File: src/mm4_pkg.sv
// Shared types and constants for the 4x4 fixed-point matrix multiplier.
package mm4_pkg;

    localparam int DATA_W        = 32;
    localparam int MAX_DIM       = 4;
    localparam int IDX_W         = 2;
    localparam int ADDR_W        = 2 * IDX_W;
    localparam int STORE_DEPTH   = MAX_DIM * MAX_DIM;
    localparam int PROD_W        = 2 * DATA_W;
    // four products summed exactly: two guard bits over one product
    localparam int ACC_W         = PROD_W + IDX_W;
    localparam int DEF_FRAC_BITS = 16;
    localparam int DEF_DIM       = 4;

    localparam logic [DATA_W-1:0] SAT_MAX = {1'b0, {(DATA_W-1){1'b1}}};
    localparam logic [DATA_W-1:0] SAT_MIN = {1'b1, {(DATA_W-1){1'b0}}};

    typedef struct packed {
        logic signed [DATA_W-1:0] a_elem0;
        logic signed [DATA_W-1:0] a_elem1;
        logic signed [DATA_W-1:0] a_elem2;
        logic signed [DATA_W-1:0] a_elem3;
        logic signed [DATA_W-1:0] b_elem0;
        logic signed [DATA_W-1:0] b_elem1;
        logic signed [DATA_W-1:0] b_elem2;
        logic signed [DATA_W-1:0] b_elem3;
    } operands_t;

    typedef struct packed {
        logic [IDX_W-1:0]         row_index;
        logic signed [DATA_W-1:0] c_elem0;
        logic signed [DATA_W-1:0] c_elem1;
        logic signed [DATA_W-1:0] c_elem2;
        logic signed [DATA_W-1:0] c_elem3;
        logic                     clipped;
        logic                     last;
    } result_t;

    // one multiply issue: position of the product within the matrix
    typedef struct packed {
        logic             valid;
        logic             first;
        logic             last_k;
        logic [IDX_W-1:0] row;
        logic [IDX_W-1:0] col;
    } tag_t;

    // one finished dot product, before scaling
    typedef struct packed {
        logic                    valid;
        logic [IDX_W-1:0]        row;
        logic [IDX_W-1:0]        col;
        logic signed [ACC_W-1:0] sum;
    } elem_t;

endpackage

File: src/mm4_store.sv
// Row storage for matrices A and B with registered single-address reads.
module mm4_store
    import mm4_pkg::*;
(
    input  logic                     clk,
    input  logic                     we,
    input  logic [IDX_W-1:0]         wrow,
    input  operands_t                operands,
    input  logic [ADDR_W-1:0]        a_addr,
    input  logic [ADDR_W-1:0]        b_addr,
    output logic signed [DATA_W-1:0] a_rd,
    output logic signed [DATA_W-1:0] b_rd
);

    logic [DATA_W-1:0] a_mem [STORE_DEPTH];
    logic [DATA_W-1:0] b_mem [STORE_DEPTH];
    logic [DATA_W-1:0] a_row [MAX_DIM];
    logic [DATA_W-1:0] b_row [MAX_DIM];
    logic [DATA_W-1:0] a_rd_reg;
    logic [DATA_W-1:0] b_rd_reg;

    always_comb
    begin
        a_row[0] = operands.a_elem0;
        a_row[1] = operands.a_elem1;
        a_row[2] = operands.a_elem2;
        a_row[3] = operands.a_elem3;
        b_row[0] = operands.b_elem0;
        b_row[1] = operands.b_elem1;
        b_row[2] = operands.b_elem2;
        b_row[3] = operands.b_elem3;
    end

    // whole row written at once; unused columns are never read
    always_ff @(posedge clk)
    begin
        if (we)
        begin
            for (int i = 0; i < MAX_DIM; i++)
            begin
                a_mem[{wrow, IDX_W'(i)}] <= a_row[i];
                b_mem[{wrow, IDX_W'(i)}] <= b_row[i];
            end
        end
    end

    always_ff @(posedge clk)
    begin
        a_rd_reg <= a_mem[a_addr];
        b_rd_reg <= b_mem[b_addr];
    end

    assign a_rd = $signed(a_rd_reg);
    assign b_rd = $signed(b_rd_reg);

endmodule

File: src/mm4_mac.sv
// Shared 32x32 signed multiplier followed by a wide accumulator.
module mm4_mac
    import mm4_pkg::*;
(
    input  logic                     clk,
    input  logic                     rst_n,
    input  logic signed [DATA_W-1:0] a_val,
    input  logic signed [DATA_W-1:0] b_val,
    input  tag_t                     tag,
    output elem_t                    elem
);

    logic signed [PROD_W-1:0] prod_reg;
    tag_t                     tag_p_reg;
    logic signed [ACC_W-1:0]  acc_reg;
    logic signed [ACC_W-1:0]  acc_next;
    logic                     elem_valid_reg;
    logic [IDX_W-1:0]         row_reg;
    logic [IDX_W-1:0]         col_reg;

    always_ff @(posedge clk)
    begin
        prod_reg <= PROD_W'(a_val) * PROD_W'(b_val);
    end

    always_ff @(posedge clk or negedge rst_n)
    begin
        if (!rst_n)
        begin
            tag_p_reg      <= '0;
            elem_valid_reg <= 1'b0;
        end
        else
        begin
            tag_p_reg      <= tag;
            elem_valid_reg <= tag_p_reg.valid && tag_p_reg.last_k;
        end
    end

    always_comb
    begin
        if (tag_p_reg.first)
            acc_next = ACC_W'(prod_reg);
        else
            acc_next = acc_reg + ACC_W'(prod_reg);
    end

    always_ff @(posedge clk)
    begin
        if (tag_p_reg.valid)
        begin
            acc_reg <= acc_next;
            row_reg <= tag_p_reg.row;
            col_reg <= tag_p_reg.col;
        end
    end

    assign elem.valid = elem_valid_reg;
    assign elem.row   = row_reg;
    assign elem.col   = col_reg;
    assign elem.sum   = acc_reg;

endmodule

File: src/mm4_out.sv
// Scaling, saturation and row assembly of finished product elements.
module mm4_out
    import mm4_pkg::*;
#(
    parameter int FRAC_BITS = DEF_FRAC_BITS,
    parameter int DIM       = DEF_DIM
)
(
    input  logic    clk,
    input  logic    rst_n,
    input  elem_t   elem,
    output logic    done,
    output result_t result
);

    localparam logic [IDX_W-1:0] LAST_IDX = IDX_W'(DIM - 1);

    logic signed [ACC_W-1:0] shifted;
    logic                    fits;
    logic                    sat;
    logic [DATA_W-1:0]       val;
    logic [DATA_W-1:0]       c_buf_reg [MAX_DIM];
    logic                    clip_reg;
    logic [DATA_W-1:0]       row_vals [MAX_DIM];
    logic                    row_clip;
    result_t                 result_reg;
    result_t                 result_next;
    logic                    done_reg;

    assign shifted = $signed(elem.sum) >>> FRAC_BITS;
    assign fits    = (&shifted[ACC_W-1:DATA_W-1]) || !(|shifted[ACC_W-1:DATA_W-1]);
    assign sat     = !fits;

    always_comb
    begin
        if (fits)
            val = shifted[DATA_W-1:0];
        else if (shifted[ACC_W-1])
            val = SAT_MIN;
        else
            val = SAT_MAX;
    end

    always_comb
    begin
        for (int i = 0; i < MAX_DIM; i++)
        begin
            if (i >= DIM)
                row_vals[i] = '0;
            else if (IDX_W'(i) == elem.col)
                row_vals[i] = val;
            else
                row_vals[i] = c_buf_reg[i];
        end
        row_clip = ((elem.col == '0) ? 1'b0 : clip_reg) | sat;

        result_next.row_index = elem.row;
        result_next.c_elem0   = row_vals[0];
        result_next.c_elem1   = row_vals[1];
        result_next.c_elem2   = row_vals[2];
        result_next.c_elem3   = row_vals[3];
        result_next.clipped   = row_clip;
        result_next.last      = (elem.row == LAST_IDX);
    end

    always_ff @(posedge clk)
    begin
        if (elem.valid)
        begin
            c_buf_reg[elem.col] <= val;
            clip_reg            <= row_clip;
            if (elem.col == LAST_IDX)
                result_reg <= result_next;
        end
    end

    always_ff @(posedge clk or negedge rst_n)
    begin
        if (!rst_n)
            done_reg <= 1'b0;
        else
            done_reg <= elem.valid && (elem.col == LAST_IDX);
    end

    assign done   = done_reg;
    assign result = result_reg;

endmodule

File: src/matrix4x4_multiply.sv
// Top level: row loading, product sequencer and the shared multiply path.
//
// Each item on operands carries one row of A and the same row of B, rows
// 0..DIM-1 in order; a row that does not complete the matrix is stored
// and busy stays low. The item that completes the matrix raises busy: one
// shared 32x32 multiplier forms one product per cycle, and the DIM*DIM*DIM
// products pass through a read, multiply, accumulate and saturate
// pipeline. The DIM result rows come out in order, one done strobe each,
// the last one marked; busy drops the cycle after the last row. The done
// strobe is high for a single cycle; result holds until the next row
// replaces it, and neither can be stalled.
module matrix4x4_multiply
    import mm4_pkg::*;
#(
    parameter int FRAC_BITS = DEF_FRAC_BITS,
    parameter int DIM       = DEF_DIM
)
(
    input  logic      clk,
    input  logic      rst_n,
    input  logic      start,
    output logic      busy,
    input  operands_t operands,
    output logic      done,
    output result_t   result
);

    localparam logic [IDX_W-1:0] LAST_IDX = IDX_W'(DIM - 1);

    typedef enum logic [2:0] {
        ST_IDLE  = 3'b001,
        ST_ISSUE = 3'b010,
        ST_DRAIN = 3'b100
    } state_t;

    state_t                   state_reg, state_next;
    logic [IDX_W-1:0]         rows_loaded_reg, rows_loaded_next;
    logic [IDX_W-1:0]         r_reg, r_next;
    logic [IDX_W-1:0]         c_reg, c_next;
    logic [IDX_W-1:0]         k_reg, k_next;
    logic                     accept;
    tag_t                     issue_tag;
    tag_t                     tag_rd_reg;
    logic signed [DATA_W-1:0] a_rd;
    logic signed [DATA_W-1:0] b_rd;
    elem_t                    elem;

    assign busy   = (state_reg != ST_IDLE);
    assign accept = start && !busy;

    assign issue_tag.valid  = (state_reg == ST_ISSUE);
    assign issue_tag.first  = (k_reg == '0);
    assign issue_tag.last_k = (k_reg == LAST_IDX);
    assign issue_tag.row    = r_reg;
    assign issue_tag.col    = c_reg;

    always_comb
    begin
        state_next       = state_reg;
        rows_loaded_next = rows_loaded_reg;
        r_next           = r_reg;
        c_next           = c_reg;
        k_next           = k_reg;
        unique case (state_reg)
            ST_IDLE:
            begin
                if (accept)
                begin
                    if (rows_loaded_reg == LAST_IDX)
                    begin
                        rows_loaded_next = '0;
                        r_next           = '0;
                        c_next           = '0;
                        k_next           = '0;
                        state_next       = ST_ISSUE;
                    end
                    else
                    begin
                        rows_loaded_next = rows_loaded_reg + 1'b1;
                    end
                end
            end
            ST_ISSUE:
            begin
                // k innermost, then column, then row
                if (k_reg == LAST_IDX)
                begin
                    k_next = '0;
                    if (c_reg == LAST_IDX)
                    begin
                        c_next = '0;
                        if (r_reg == LAST_IDX)
                        begin
                            r_next     = '0;
                            state_next = ST_DRAIN;
                        end
                        else
                        begin
                            r_next = r_reg + 1'b1;
                        end
                    end
                    else
                    begin
                        c_next = c_reg + 1'b1;
                    end
                end
                else
                begin
                    k_next = k_reg + 1'b1;
                end
            end
            ST_DRAIN:
            begin
                if (done && result.last)
                    state_next = ST_IDLE;
            end
            default:
            begin
                state_next = ST_IDLE;
            end
        endcase
    end

    always_ff @(posedge clk or negedge rst_n)
    begin
        if (!rst_n)
        begin
            state_reg       <= ST_IDLE;
            rows_loaded_reg <= '0;
            r_reg           <= '0;
            c_reg           <= '0;
            k_reg           <= '0;
            tag_rd_reg      <= '0;
        end
        else
        begin
            state_reg       <= state_next;
            rows_loaded_reg <= rows_loaded_next;
            r_reg           <= r_next;
            c_reg           <= c_next;
            k_reg           <= k_next;
            tag_rd_reg      <= issue_tag;
        end
    end

    mm4_store u_store (
        .clk      (clk),
        .we       (accept),
        .wrow     (rows_loaded_reg),
        .operands (operands),
        .a_addr   ({r_reg, k_reg}),
        .b_addr   ({k_reg, c_reg}),
        .a_rd     (a_rd),
        .b_rd     (b_rd)
    );

    mm4_mac u_mac (
        .clk   (clk),
        .rst_n (rst_n),
        .a_val (a_rd),
        .b_val (b_rd),
        .tag   (tag_rd_reg),
        .elem  (elem)
    );

    mm4_out #(
        .FRAC_BITS (FRAC_BITS),
        .DIM       (DIM)
    ) u_out (
        .clk    (clk),
        .rst_n  (rst_n),
        .elem   (elem),
        .done   (done),
        .result (result)
    );

    // results only appear while a product is in flight
    a_done_busy: assert property (@(posedge clk) disable iff (!rst_n)
        done |-> busy)
        else $error("result strobe while idle");

    a_busy_end: assert property (@(posedge clk) disable iff (!rst_n)
        $fell(busy) |-> $past(done && result.last))
        else $error("busy dropped before the final row");

    a_rows_clear: assert property (@(posedge clk) disable iff (!rst_n)
        busy |-> (rows_loaded_reg == '0))
        else $error("row count not cleared during product");

    a_last_row: assert property (@(posedge clk) disable iff (!rst_n)
        (done && result.last) |-> (result.row_index == LAST_IDX))
        else $error("last flag on wrong row");

endmodule

File: config.mk
export PLATFORM = sky130hd
export DESIGN_NAME = matrix4x4_multiply
export DESIGN_NICKNAME = d
export VERILOG_FILES = /design/src/mm4_pkg.sv /design/src/mm4_store.sv /design/src/mm4_mac.sv /design/src/mm4_out.sv /design/src/matrix4x4_multiply.sv
export SDC_FILE = /design/constraint.sdc
export NUM_CORES = 2
export LEC_CHECK = 0
export ABC_AREA = 1
export BUFFER_PORTS_ARGS = -buffer_cell sky130_fd_sc_hd__buf_2
export CORE_ASPECT_RATIO = 1.1
export CORE_UTILIZATION = 55
export DETAILED_ROUTE_END_ITERATION = 6
export GPL_TIMING_DRIVEN = 0
export HOLD_SLACK_MARGIN = 0.1
export PLACE_DENSITY = 0.77
export SLEW_MARGIN = 40
export SYNTH_ARGS = -nofsm -noshare
export SYNTH_HDL_FRONTEND = slang
export SYNTH_SLANG_ARGS = --single-unit
export TNS_END_PERCENT = 5
File: constraint.sdc
create_clock -name clk -period 28.6 [get_ports clk]
set_input_delay 5.72 -clock clk [delete_from_list [all_inputs] [get_ports clk]]
set_output_delay 5.72 -clock clk [all_outputs]
set_load 0.05 [all_outputs]
==> summary.txt <==
status -> completed
max_slew headroom -> 33.3%
skew final -> 0.0584 ns
period utilization -> 32.8%
Area contributors post-synth -> edfxtp_1 (41%), fa_1 (22%), nand2_1 (7.2%)
CP Capture Type -> register
Post-synth EDFFs -> 1355
Worst-Skew Late Latency -> 0.85 ns
R2R Path Start -> u_store.a_rd[31]$_DFF_P_
Hold WC Path Type -> register to register
Die X -> 406 um
Max Slew Vio Count -> 0
Reg-to-Reg End -> u_mac.prod_reg[61]$_DFF_P_
most frequent cells in the layout -> nand2_1 (1904), inv_1 (1898), edfxtp_1 (1355)
Num Clock Sinks -> 1510
CTS tree -> done
Mapped Nets -> 11200
Final Hold Viols -> 0
crit path time final -> 9.37 ns
most common cell after layout, fill and taps aside -> nand2_1
met1 WL -> 117000 um
Post-synth ARST share -> 1.79%
Reg clk slew, reported paths -> 0.06 ns
Layout fillers -> 14300
worst slew pin tran -> 1.00 ns
slowest CP cell -> fa_1
vias in the first global route -> 78700
max cap viols -> 0
Crit path largest cell delay -> 0.98 ns
I/O Buffers -> 392
RSZ-0062 raised after global routing -> false
routability congestion estimate -> 1.11
multi-input logic area -> 45900 um2
Yosys cell types -> 54
via/cell ratio -> 5.99
wire per inst -> 29.3 um
Die Ht -> 446 um
predominant post-synthesis flop cell -> edfxtp_1
Worst Path Max Fanout -> 10
largest net degree at the start of global routing -> 31
register-to-register setup slack -> 19.23 ns
die area -> 181000 um2
total iterations of the first detailed-routing run -> 7
Hold Buf Count CTS -> 0
Root Buffer -> clkbuf_16
Hold Path End -> u_mac.tag_p_reg[5]$_DFF_PN0_
crit path DAT -> 9.99 ns
Post-Route WL -> 373000 um
# setup viols final -> 0
Crit path required time -> 29.22 ns
Max Freq -> 107 MHz
Seq. cell area -> 43900 um2
core box area -> 178000 um2
Post-DRT Antenna Nets -> 0
Startpoint Class -> register
area grow syn2layout -> 12.3%
Yosys reg bits -> 1510
GRT Total Usage -> 41.7%
Worst Path Class, Setup -> register to register
top sig layer -> met5
Gates resized, CTS repair -> 0
metal3 WL -> 41300 um
clock buffer depth -> 3
Boundary Pins -> 393
Yosys top cell area share -> 41.2%
initial DRC count -> 10300
Cells after Synth -> 9553
Synth Area per Inst -> 10.3 um2
Mapped Area -> 98700 um2
Synthesis Warnings -> 0
fraction of layout cells with a size suffix above 1 -> 10.0%
Yosys top cell by area -> edfxtp_1
Rows -> 162
initial antenna violation count -> 54
Crit path top cell by count -> inv_1
Worst Min Path Start -> tag_rd_reg[5]$_DFF_PN0_
first-pass GRT wire length -> 531000 um
worst r2r path cells -> 29
Num CTS Buffers -> 150
Hold Path Cell Cnt -> 0
DRC -> 0
DR WL met2 -> 173000 um
htree depth -> 4
Vias -> 76300
register area share after synthesis -> 44.5%
Total Nets Final -> 11800
global route total overflow -> 0
setup bufs post-CTS -> 0
initial core utilization -> 55.5%
total negative setup slack -> 0 ns
Post-DP HPWL -> 288000 um
critical path: cells and delay by family, from the launching register on:
family	cells	cell delay, ns
adder cells (fa/ha/maj)	9	5.16
AND/OR/NAND/NOR	9	1.71
flip-flops	1	0.43
buffers and inverters	11	1.84
layer usage:
metal | vias up | track usage (%)
li1 | 31800 | -
met4 | 54 | 36.6
met1 | 37100 | 45.6
met3 | 1677 | 11.1
met2 | 5651 | 66.9
met5 | - | 0
metrics by stage:
| step | cells | cell area (um2) | hold WS [ns] | worst slack (ns) | util (%) |
|---|---|---|---|---|---|
| after floorplan | 9553 | 98700 | 0.331 | 11.11 | - |
| after global placement | 12300 | 104000 | 0.332 | 4.84 | 58.3 |
| after detailed placement | 12400 | 106000 | 0.337 | 19.31 | 59.4 |
| after CTS | 12700 | 111000 | 0.357 | 19.30 | 62.3 |
| after global routing | 12700 | 111000 | 0.361 | 18.80 | 62.4 |
| final | 12700 | 111000 | 0.355 | 19.23 | 62.4 |
area by class of cell:
| cell class | instances | share of cell area, % |
|---|---|---|
| clock inverter | 87 | 1.05 |
| antenna | 34 | 0.0767 |
| clock buffer | 186 | 3.61 |
| multi-input combinational | 5704 | 41.4 |
| tap | 2378 | 2.68 |
| sequential | 1510 | 39.6 |
| buffer | 431 | 1.79 |
| inverter | 1908 | 6.46 |
| timing repair buffer | 494 | 3.33 |
worst max path at each step:
stage | start | to | slack, ns | depth (start not counted)
after global placement | start | u_store.b_mem[5][23]$_DFFE_PP_ | 4.84 | 5
after global routing | u_store.a_rd[31]$_DFF_P_ | u_mac.prod_reg[60]$_DFF_P_ | 18.80 | 25
after detailed placement | u_store.a_rd[31]$_DFF_P_ | u_mac.prod_reg[61]$_DFF_P_ | 19.31 | 27
final | u_store.a_rd[31]$_DFF_P_ | u_mac.prod_reg[61]$_DFF_P_ | 19.23 | 29
after CTS | u_store.a_rd[31]$_DFF_P_ | u_mac.prod_reg[61]$_DFF_P_ | 19.30 | 27
after floorplan | start | u_store.a_mem[0][0]$_DFFE_PP_ | 11.11 | 4
cell usage after synthesis (12+ instances only):
cell         n
clkbuf_1   367
xor2_1      45
dfxtp_1    128
or2_2       27
o22ai_1     34
fa_1      1083
nand3b_1    18
edfxtp_1  1355
o21bai_1    32
dfrtp_1     26
o21ai_0    585
o221ai_1   181
nor3_1      25
buf_2       39
inv_1     1898
a21o_1      13
o32ai_1     41
xnor2_1     23
a21oi_4     29
nand4_1     28
nand2_1   1904
a21oi_1    176
ha_1       257
nor4_1      12
nor2_1     774
o211ai_1    76
mux2i_1     87
nand3_1    198
cell families after synthesis:
kind of cell,count (synthesis),synth area share (%)
flip-flops,1510,44.5
buffers and inverters,2339,9.06
XOR/XNOR,68,0.603
multiplexers,87,0.882
AND/OR/NAND/NOR,3011,12.1
AO/OA/AOI/OAI,1198,7.67
adder cells (fa/ha/maj),1340,25.2
Power is not shown: default switching activity piles up to over one toggle a cycle in this logic, so the estimate is an artifact.
